==> config.mk <==
export PLATFORM = sky130hd
export DESIGN_NAME = flux_interval_image_encoder
export DESIGN_NICKNAME = d
export VERILOG_FILES = /design/src/sv/fiie_pkg.sv /design/src/sv/fiie_scaler.sv /design/src/sv/flux_interval_image_encoder.sv
export SDC_FILE = /design/constraint.sdc
export NUM_CORES = 2
export LEC_CHECK = 0
export CAP_MARGIN = 20
export CORE_ASPECT_RATIO = 1.5
export CORE_UTILIZATION = 35
export DETAILED_ROUTE_END_ITERATION = 16
export DONT_BUFFER_PORTS = 1
export MAX_ROUTING_LAYER = met4
export PLACE_DENSITY = 0.5
export SYNTH_ARGS = -nofsm -noshare
export SYNTH_HDL_FRONTEND = slang
export SYNTH_HIERARCHICAL = 1
export SYNTH_SLANG_ARGS = --single-unit
==> constraint.sdc <==
create_clock -name clk -period 12.38 [get_ports clk]
set_clock_uncertainty 0.2 [all_clocks]
set_input_delay 1.857 -clock clk [delete_from_list [all_inputs] [get_ports clk]]
set_output_delay 1.857 -clock clk [all_outputs]
set_load 0.02 [all_outputs]
==> src/sv/fiie_pkg.sv <==
// ----------------------------------------------------------------------------
// fiie_pkg
// Shared constants, operation codes and inter-module types of the flux
// interval image encoder.
// ----------------------------------------------------------------------------
package fiie_pkg;

    localparam int MAX_REVS_DEF = 5;

    localparam int NUM_W   = 17;
    localparam int DEN_W   = 20;
    localparam int LIM_W   = 3;
    localparam int OP_W    = 3;
    localparam int TICK_W  = 16;
    localparam int WORD_W  = 16;
    localparam int QUOT_W  = 32;
    localparam int CNT_W   = 32;
    localparam int UNIT_W  = 17;
    localparam int CFG_A_W = 2;

    localparam int S_DATA_W = 56;
    localparam int M_DATA_W = 144;

    localparam logic [NUM_W-1:0]  NUM_RST = 17'd5;
    localparam logic [DEN_W-1:0]  DEN_RST = 20'd3;
    localparam logic [LIM_W-1:0]  LIM_RST = 3'd1;
    localparam logic [UNIT_W-1:0] UNIT_SAT = 17'h1FFFF;

    localparam logic [OP_W-1:0] OP_FLUX        = 3'd0;
    localparam logic [OP_W-1:0] OP_END_REV     = 3'd1;
    localparam logic [OP_W-1:0] OP_BEGIN_TRACK = 3'd2;
    localparam logic [OP_W-1:0] OP_ABORT_TRACK = 3'd3;
    localparam logic [OP_W-1:0] OP_BEGIN_REV   = 3'd4;

    localparam logic [CFG_A_W-1:0] REG_NUM = 2'd0;
    localparam logic [CFG_A_W-1:0] REG_DEN = 2'd1;
    localparam logic [CFG_A_W-1:0] REG_LIM = 2'd2;

    typedef struct packed {
        logic              start;
        logic [QUOT_W-1:0] operand;
        logic [NUM_W-1:0]  num;
        logic [DEN_W-1:0]  den;
    } scl_req_t;

    typedef struct packed {
        logic              done;
        logic              sat;
        logic [QUOT_W-1:0] quot;
    } scl_res_t;

endpackage

==> src/sv/fiie_scaler.sv <==
// ----------------------------------------------------------------------------
// fiie_scaler
// Scales an operand by num/den: one multiply, an overflow check against
// 2^32, then a restoring divider that retires one quotient bit per cycle.
// ----------------------------------------------------------------------------
module fiie_scaler
(
    input  logic               clk,
    input  logic               rst_n,
    input  fiie_pkg::scl_req_t req,
    output fiie_pkg::scl_res_t res
);

    localparam int QW = fiie_pkg::QUOT_W;
    localparam int NW = fiie_pkg::NUM_W;
    localparam int DW = fiie_pkg::DEN_W;
    localparam int PW = QW + NW;
    localparam int CW = $clog2(QW);

    localparam logic [2:0] S_IDLE = 3'd0;
    localparam logic [2:0] S_MUL  = 3'd1;
    localparam logic [2:0] S_CHK  = 3'd2;
    localparam logic [2:0] S_DIV  = 3'd3;
    localparam logic [2:0] S_DONE = 3'd4;

    logic [2:0]    state_reg, state_next;
    logic [CW-1:0] cnt_reg, cnt_next;
    logic [QW-1:0] q_reg, q_next;
    logic [NW-1:0] hi_reg, hi_next;
    logic [DW-1:0] rem_reg, rem_next;
    logic          sat_reg, sat_next;

    logic [PW-1:0] prod;
    logic [DW:0]   trial;
    logic [DW:0]   diff;
    logic          ge;

    assign prod  = q_reg * req.num;
    assign trial = {rem_reg, q_reg[QW-1]};
    assign diff  = trial - {1'b0, req.den};
    assign ge    = trial >= {1'b0, req.den};

    always_comb
    begin
        state_next = state_reg;
        cnt_next   = cnt_reg;
        q_next     = q_reg;
        hi_next    = hi_reg;
        rem_next   = rem_reg;
        sat_next   = sat_reg;
        case (state_reg)
            S_IDLE:
            begin
                if (req.start)
                begin
                    q_next     = req.operand;
                    state_next = S_MUL;
                end
            end
            S_MUL:
            begin
                q_next     = prod[QW-1:0];
                hi_next    = prod[PW-1:QW];
                state_next = S_CHK;
            end
            S_CHK:
            begin
                rem_next = DW'(hi_reg);
                cnt_next = '0;
                sat_next = DW'(hi_reg) >= req.den;
                state_next = sat_next ? S_DONE : S_DIV;
            end
            S_DIV:
            begin
                rem_next = ge ? diff[DW-1:0] : trial[DW-1:0];
                q_next   = {q_reg[QW-2:0], ge};
                cnt_next = cnt_reg + 1'b1;
                if (cnt_reg == CW'(QW - 1))
                begin
                    state_next = S_DONE;
                end
            end
            S_DONE:
            begin
                state_next = S_IDLE;
            end
            default:
            begin
                state_next = S_IDLE;
            end
        endcase
    end

    always_ff @(posedge clk or negedge rst_n)
    begin
        if (!rst_n)
        begin
            state_reg <= S_IDLE;
        end
        else
        begin
            state_reg <= state_next;
        end
    end

    always_ff @(posedge clk)
    begin
        cnt_reg <= cnt_next;
        q_reg   <= q_next;
        hi_reg  <= hi_next;
        rem_reg <= rem_next;
        sat_reg <= sat_next;
    end

    assign res.done = state_reg == S_DONE;
    assign res.sat  = sat_reg;
    assign res.quot = q_reg;

endmodule

==> src/sv/flux_interval_image_encoder.sv <==
// ----------------------------------------------------------------------------
// flux_interval_image_encoder
// Flux and non-refused end-of-revolution requests go through the scaler
// (multiply, check, 32 divide steps unless the scaled value reaches 2^32,
// hand-off, output load); other requests go straight to the output load.
// One request at a time: the next is taken once the last result (a second
// one after a flux overflow word) is loaded, which waits on output stalls.
// Asynchronous active-low reset clears counters and checksum, restores config.
// ----------------------------------------------------------------------------
module flux_interval_image_encoder
#(
    parameter int MAX_REVS = fiie_pkg::MAX_REVS_DEF
)
(
    input  logic                            clk,
    input  logic                            rst_n,
    input  logic                            s_axis_tvalid,
    output logic                            s_axis_tready,
    // operation, interval_ticks, duration_ticks, zero pad
    input  logic [fiie_pkg::S_DATA_W-1:0]   s_axis_tdata,
    output logic                            m_axis_tvalid,
    input  logic                            m_axis_tready,
    // sample_word, duration_units, revolution_samples, track_bytes, checksum
    output logic [fiie_pkg::M_DATA_W-1:0]   m_axis_tdata,
    // status
    output logic                            m_axis_tuser,
    output logic                            m_axis_tlast,
    input  logic                            cfg_we,
    input  logic [fiie_pkg::CFG_A_W-1:0]    cfg_index,
    input  logic [fiie_pkg::DEN_W-1:0]      cfg_data
);

    localparam int CW = fiie_pkg::CNT_W;
    localparam int WW = fiie_pkg::WORD_W;
    localparam int UW = fiie_pkg::UNIT_W;
    localparam int LW = fiie_pkg::LIM_W;
    localparam int QW = fiie_pkg::QUOT_W;
    localparam logic [LW-1:0] MaxRevs = LW'(MAX_REVS);

    localparam logic [1:0] ST_IDLE  = 2'd0;
    localparam logic [1:0] ST_CALC  = 2'd1;
    localparam logic [1:0] ST_RES_A = 2'd2;
    localparam logic [1:0] ST_RES_B = 2'd3;

    logic [1:0]                   state_reg, state_next;
    logic [fiie_pkg::OP_W-1:0]    op_reg, op_next;
    logic [UW-1:0]                units_reg, units_next;
    logic [QW-1:0]                dur_reg, dur_next;

    logic [fiie_pkg::NUM_W-1:0]   num_reg;
    logic [fiie_pkg::DEN_W-1:0]   den_reg;
    logic [LW-1:0]                lim_reg;

    logic [CW-1:0] csum_reg, csum_next;
    logic [CW-1:0] snap_reg, snap_next;
    logic [CW-1:0] rsamp_reg, rsamp_next;
    logic [CW-1:0] tbytes_reg, tbytes_next;
    logic [LW-1:0] idx_reg, idx_next;

    logic                          m_valid_reg, m_valid_next;
    logic [fiie_pkg::M_DATA_W-1:0] m_data_reg, m_data_next;
    logic                          m_user_reg, m_user_next;
    logic                          m_last_reg, m_last_next;

    fiie_pkg::scl_req_t scl_req;
    fiie_pkg::scl_res_t scl_res;

    logic [fiie_pkg::OP_W-1:0]   in_op;
    logic [fiie_pkg::TICK_W-1:0] in_ticks;
    logic [QW-1:0]               in_dticks;
    logic [LW-1:0]               eff_lim;
    logic                        refused;
    logic                        accept;
    logic                        out_free;
    logic                        res_go;
    logic                        ovf_first;
    logic [WW-1:0]               word_fix;
    logic [WW-1:0]               word;
    logic [QW-1:0]               res_dur;
    logic [CW-1:0]               res_rsamp;
    logic                        res_status;
    logic                        res_last;

    assign in_op     = s_axis_tdata[2:0];
    assign in_ticks  = s_axis_tdata[18:3];
    assign in_dticks = s_axis_tdata[50:19];

    assign eff_lim  = (lim_reg > MaxRevs) ? MaxRevs : lim_reg;
    assign refused  = idx_reg >= eff_lim;
    assign s_axis_tready = state_reg == ST_IDLE;
    assign accept   = s_axis_tvalid && s_axis_tready;
    assign out_free = !m_valid_reg || m_axis_tready;
    assign res_go   = ((state_reg == ST_RES_A) || (state_reg == ST_RES_B)) && out_free;

    assign scl_req.start   = accept && ((in_op == fiie_pkg::OP_FLUX) ||
                             ((in_op == fiie_pkg::OP_END_REV) && !refused));
    assign scl_req.operand = (in_op == fiie_pkg::OP_FLUX) ? QW'(in_ticks) : in_dticks;
    assign scl_req.num     = num_reg;
    assign scl_req.den     = (den_reg == '0) ? fiie_pkg::DEN_W'(1) : den_reg;

    fiie_scaler u_scaler
    (
        .clk   (clk),
        .rst_n (rst_n),
        .req   (scl_req),
        .res   (scl_res)
    );

    assign ovf_first = (state_reg == ST_RES_A) && units_reg[UW-1];
    assign word_fix  = (units_reg[WW-1:0] == '0) ? WW'(1) : units_reg[WW-1:0];

    // sequencer
    always_comb
    begin
        state_next = state_reg;
        op_next    = op_reg;
        units_next = units_reg;
        dur_next   = dur_reg;
        case (state_reg)
            ST_IDLE:
            begin
                if (accept)
                begin
                    op_next    = in_op;
                    state_next = scl_req.start ? ST_CALC : ST_RES_A;
                end
            end
            ST_CALC:
            begin
                if (scl_res.done)
                begin
                    units_next = (scl_res.sat || (scl_res.quot[QW-1:UW] != '0)) ?
                                 fiie_pkg::UNIT_SAT : scl_res.quot[UW-1:0];
                    dur_next   = scl_res.sat ? '1 : scl_res.quot;
                    state_next = ST_RES_A;
                end
            end
            ST_RES_A:
            begin
                if (res_go)
                begin
                    state_next = ((op_reg == fiie_pkg::OP_FLUX) && units_reg[UW-1]) ?
                                 ST_RES_B : ST_IDLE;
                end
            end
            ST_RES_B:
            begin
                if (res_go)
                begin
                    state_next = ST_IDLE;
                end
            end
            default:
            begin
                state_next = ST_IDLE;
            end
        endcase
    end

    // result and counter update
    always_comb
    begin
        csum_next   = csum_reg;
        snap_next   = snap_reg;
        rsamp_next  = rsamp_reg;
        tbytes_next = tbytes_reg;
        idx_next    = idx_reg;
        word        = '0;
        res_dur     = '0;
        res_status  = 1'b0;
        res_last    = 1'b1;
        case (op_reg)
            fiie_pkg::OP_FLUX:
            begin
                word        = ovf_first ? '0 : word_fix;
                res_last    = !ovf_first;
                csum_next   = csum_reg + CW'(word[15:8]) + CW'(word[7:0]);
                rsamp_next  = rsamp_reg + CW'(1);
                tbytes_next = tbytes_reg + CW'(2);
            end
            fiie_pkg::OP_END_REV:
            begin
                if (refused)
                begin
                    res_status = 1'b1;
                end
                else
                begin
                    res_dur    = dur_reg;
                    idx_next   = idx_reg + 1'b1;
                    rsamp_next = '0;
                end
            end
            fiie_pkg::OP_BEGIN_TRACK:
            begin
                snap_next   = csum_reg;
                tbytes_next = '0;
                rsamp_next  = '0;
                idx_next    = '0;
            end
            fiie_pkg::OP_ABORT_TRACK:
            begin
                csum_next   = snap_reg;
                tbytes_next = '0;
                rsamp_next  = '0;
                idx_next    = '0;
            end
            fiie_pkg::OP_BEGIN_REV:
            begin
                if (refused)
                begin
                    res_status = 1'b1;
                end
                else
                begin
                    rsamp_next = '0;
                end
            end
            default:
            begin
                res_last = 1'b1;
            end
        endcase
        res_rsamp = (op_reg == fiie_pkg::OP_END_REV) ? rsamp_reg : rsamp_next;
    end

    // output register
    always_comb
    begin
        m_valid_next = m_valid_reg;
        m_data_next  = m_data_reg;
        m_user_next  = m_user_reg;
        m_last_next  = m_last_reg;
        if (res_go)
        begin
            m_valid_next = 1'b1;
            m_data_next  = {csum_next, tbytes_next, res_rsamp, res_dur, word};
            m_user_next  = res_status;
            m_last_next  = res_last;
        end
        else if (m_axis_tready)
        begin
            m_valid_next = 1'b0;
        end
    end

    always_ff @(posedge clk or negedge rst_n)
    begin
        if (!rst_n)
        begin
            state_reg   <= ST_IDLE;
            m_valid_reg <= 1'b0;
            num_reg     <= fiie_pkg::NUM_RST;
            den_reg     <= fiie_pkg::DEN_RST;
            lim_reg     <= fiie_pkg::LIM_RST;
            csum_reg    <= '0;
            snap_reg    <= '0;
            rsamp_reg   <= '0;
            tbytes_reg  <= '0;
            idx_reg     <= '0;
        end
        else
        begin
            state_reg   <= state_next;
            m_valid_reg <= m_valid_next;
            if (cfg_we)
            begin
                case (cfg_index)
                    fiie_pkg::REG_NUM: num_reg <= cfg_data[fiie_pkg::NUM_W-1:0];
                    fiie_pkg::REG_DEN: den_reg <= cfg_data;
                    fiie_pkg::REG_LIM: lim_reg <= cfg_data[LW-1:0];
                    default:           num_reg <= num_reg;
                endcase
            end
            if (res_go)
            begin
                csum_reg   <= csum_next;
                snap_reg   <= snap_next;
                rsamp_reg  <= rsamp_next;
                tbytes_reg <= tbytes_next;
                idx_reg    <= idx_next;
            end
        end
    end

    always_ff @(posedge clk)
    begin
        op_reg     <= op_next;
        units_reg  <= units_next;
        dur_reg    <= dur_next;
        m_data_reg <= m_data_next;
        m_user_reg <= m_user_next;
        m_last_reg <= m_last_next;
    end

    assign m_axis_tvalid = m_valid_reg;
    assign m_axis_tdata  = m_data_reg;
    assign m_axis_tuser  = m_user_reg;
    assign m_axis_tlast  = m_last_reg;

endmodule

==> impl_metrics.ini <==
[flow_run]
maxCapViolCount = 0

[clocking]
postCtsResizedCells = 0
cts.path.max_buffers = 3
cts.sinks = 450
clk_pin_slew_ns = 0.06
clock_latency_ns = 0.63
post_cts.repair.setup_buffers = 0
hold_buffers = 0
cts_tree = built
cts-root-buf = clkbuf_16
cts_made_buffers = 48
htreeDepth = 2

[yosys]
synth_largest_area_cell = fa_1
syn-num-nets = 4876
yosysTopAreaCellShare_pct = 22.8
syn_area_um2 = 40300
ys_ff_latch = 450
synth_enable_flop_cells = 273
seq_area_frac_synth_pct = 31.4
synth_cells = 4158
ys.flop_type = edfxtp_1
yosysWarnings = 6
synth_cell_types = 92
synth_area_leaders = fa_1, edfxtp_1, dfrtp_1
synth.avg_cell_area_um2 = 9.68
async_flop_share_pct = 39.3

[grt]
grt_pass1_vias = 30300
globalRoute.totalOverflow = 0
grt_pass1_wl_mm = 186
grt_max_degree = 178
grtUsageTotal_pct = 21.5
antenna_found_initial = 3

[critical_path]
critPathLaunchType = flop
path_class = flop to flop
path_max_fanout = 20
crit_arrival_ns = 8.30
r2r_cells = 21
cp.required_ns = 12.53
rrSetupSlack_ns = 4.24
endpoint_kind = flop

[layout]
final_common_cell = inv_1
area_growth_pct = 7.83
largest_reg_flops = 144
fin_util_pct = 38.0
fin_nets = 4737
layout-drive-gt1-share_pct = 8.62
mostFrequentLayoutCells = inv_1, nand2_1, fa_1

[sta]
rsz0062_at_grt = no
tns_ns = 0
layout_min_cycle_time_ns = 8.14
timing.fmax_mhz = 123
finalHoldViolCount = 0
finalSetupViolCount = 0
drv_slew = 0
relSlewSlack_pct = 27.5
fin_crit_sh_pct = 65.8
worst_slew_pin_slew_ns = 1.08

[hold_path]
hp-class = flop to flop
hold_depth = 2

[floorplanning]
dieArea_um2 = 116000
die_y_um = 417
start_util_pct = 35.2
coreArea_um2 = 114000
pin_count = 231
fp-row-count = 152
die_x_um = 279

[placement]
place_congestion = 0.878
port_buffers = 0
dp_hpwl_mm = 86.2

[routing]
ant_nets = 0
vias = 29300
drtPass1Iterations = 5
routed_wl_mm = 120
post_drt_wl_per_cell_um = 21.4
drc = 0
drtIter0Drc = 1830
vias_per_cell = 5.22

[run_status]
status = completed
-- worst paths after layout --
kind,from,to
max in group asynchronous,rst_n,tbytes_reg[25]
min in group asynchronous,rst_n,csum_reg[13]
worst min-delay path,snap_reg[1],snap_reg[1]
worst min register to register,snap_reg[1],snap_reg[1]
worst max register to register,u_scaler/q_reg[6],u_scaler/hi_reg[11]
worst max-delay path,u_scaler/q_reg[6],u_scaler/hi_reg[11]
-- Yosys cell counts (20+ instances only) --
cell,number
xnor2_1,32
or2_2,51
a21o_1,48
ha_1,176
o21ai_1,45
nand3_1,88
and3_1,57
edfxtp_1,273
a31oi_1,82
nor3_1,43
fa_1,459
dfrtp_1,172
nor2b_1,34
clkbuf_1,213
o21ai_0,144
and2_1,243
buf_2,31
nand2b_1,23
inv_1,618
nand4_1,32
o31ai_1,29
a21oi_1,134
o21a_1,21
mux2i_1,23
a22oi_1,62
mux2_2,95
nand2_1,558
xor2_1,20
nor2_1,112
-- final cells by class --
class	count	area, um^2
fill	11400	70900
multi-input combinational	2830	24400
sequential	450	12600
inverter	620	2330
tap	1540	1930
clock buffer	58	1270
timing repair buffer	69	531
clock inverter	32	348
antenna	4	10.0
-- metal layers --
metal | up-vias | part of all wire [%] | global-route usage [%]
met4 | 0 | 2.6 | 5.55
met2 | 727 | 53 | 38.3
met1 | 14900 | 41 | 25.9
met5 | - | 0 | -
met3 | 151 | 3.8 | 2.13
li1 | 13400 | - | -
-- critical path: stages, from the launching register on --
cell and delay (ns):
edfxtp_1 0.81, and2_1 0.35, fa_1 0.53, inv_1 0.06, fa_1 0.52, fa_1 0.52
inv_1 0.05, fa_1 0.49, fa_1 0.55, inv_1 0.08, fa_1 0.54, inv_1 0.04
ha_1 0.39, and3_1 0.22, o211ai_1 0.09, nor2_1 0.38, o2111ai_1 0.35, a21oi_1 0.51
a21oi_1 0.24, a21oi_2 0.51, nor4b_1 0.13, a311o_1 0.29
-- through the flow --
step | area [um^2] | worst slack, ns | std cells | hold slack (ns)
final | 43400 | 4.24 | 5603 | 0.284
after global routing | 43400 | 3.97 | 5602 | 0.319
after CTS | 43400 | 4.22 | 5598 | 0.286
after detailed placement | 41800 | 4.25 | 5508 | 0.272
after global placement | 41800 | 4.24 | 5508 | 0.267
after floorplan | 40300 | 4.85 | 4158 | 0.250
-- kinds of logic (layout without fill, tap and decap cells) --
group	after synthesis	after routing	share of synthesized area, %
AOI/OAI and AO/OA	698	698	11.3
and+or+nand+nor	1327	1327	16.4
xor gates and xnor gates	52	52	1.13
buffers and inverters	878	779	8.32
muxes	118	118	3.23
other	0	4	0
adders and majority gates	635	635	28.3
DFF	450	450	31.4
Power is not shown: default switching activity piles up to over one toggle a cycle in this logic, so the estimate is an artifact.
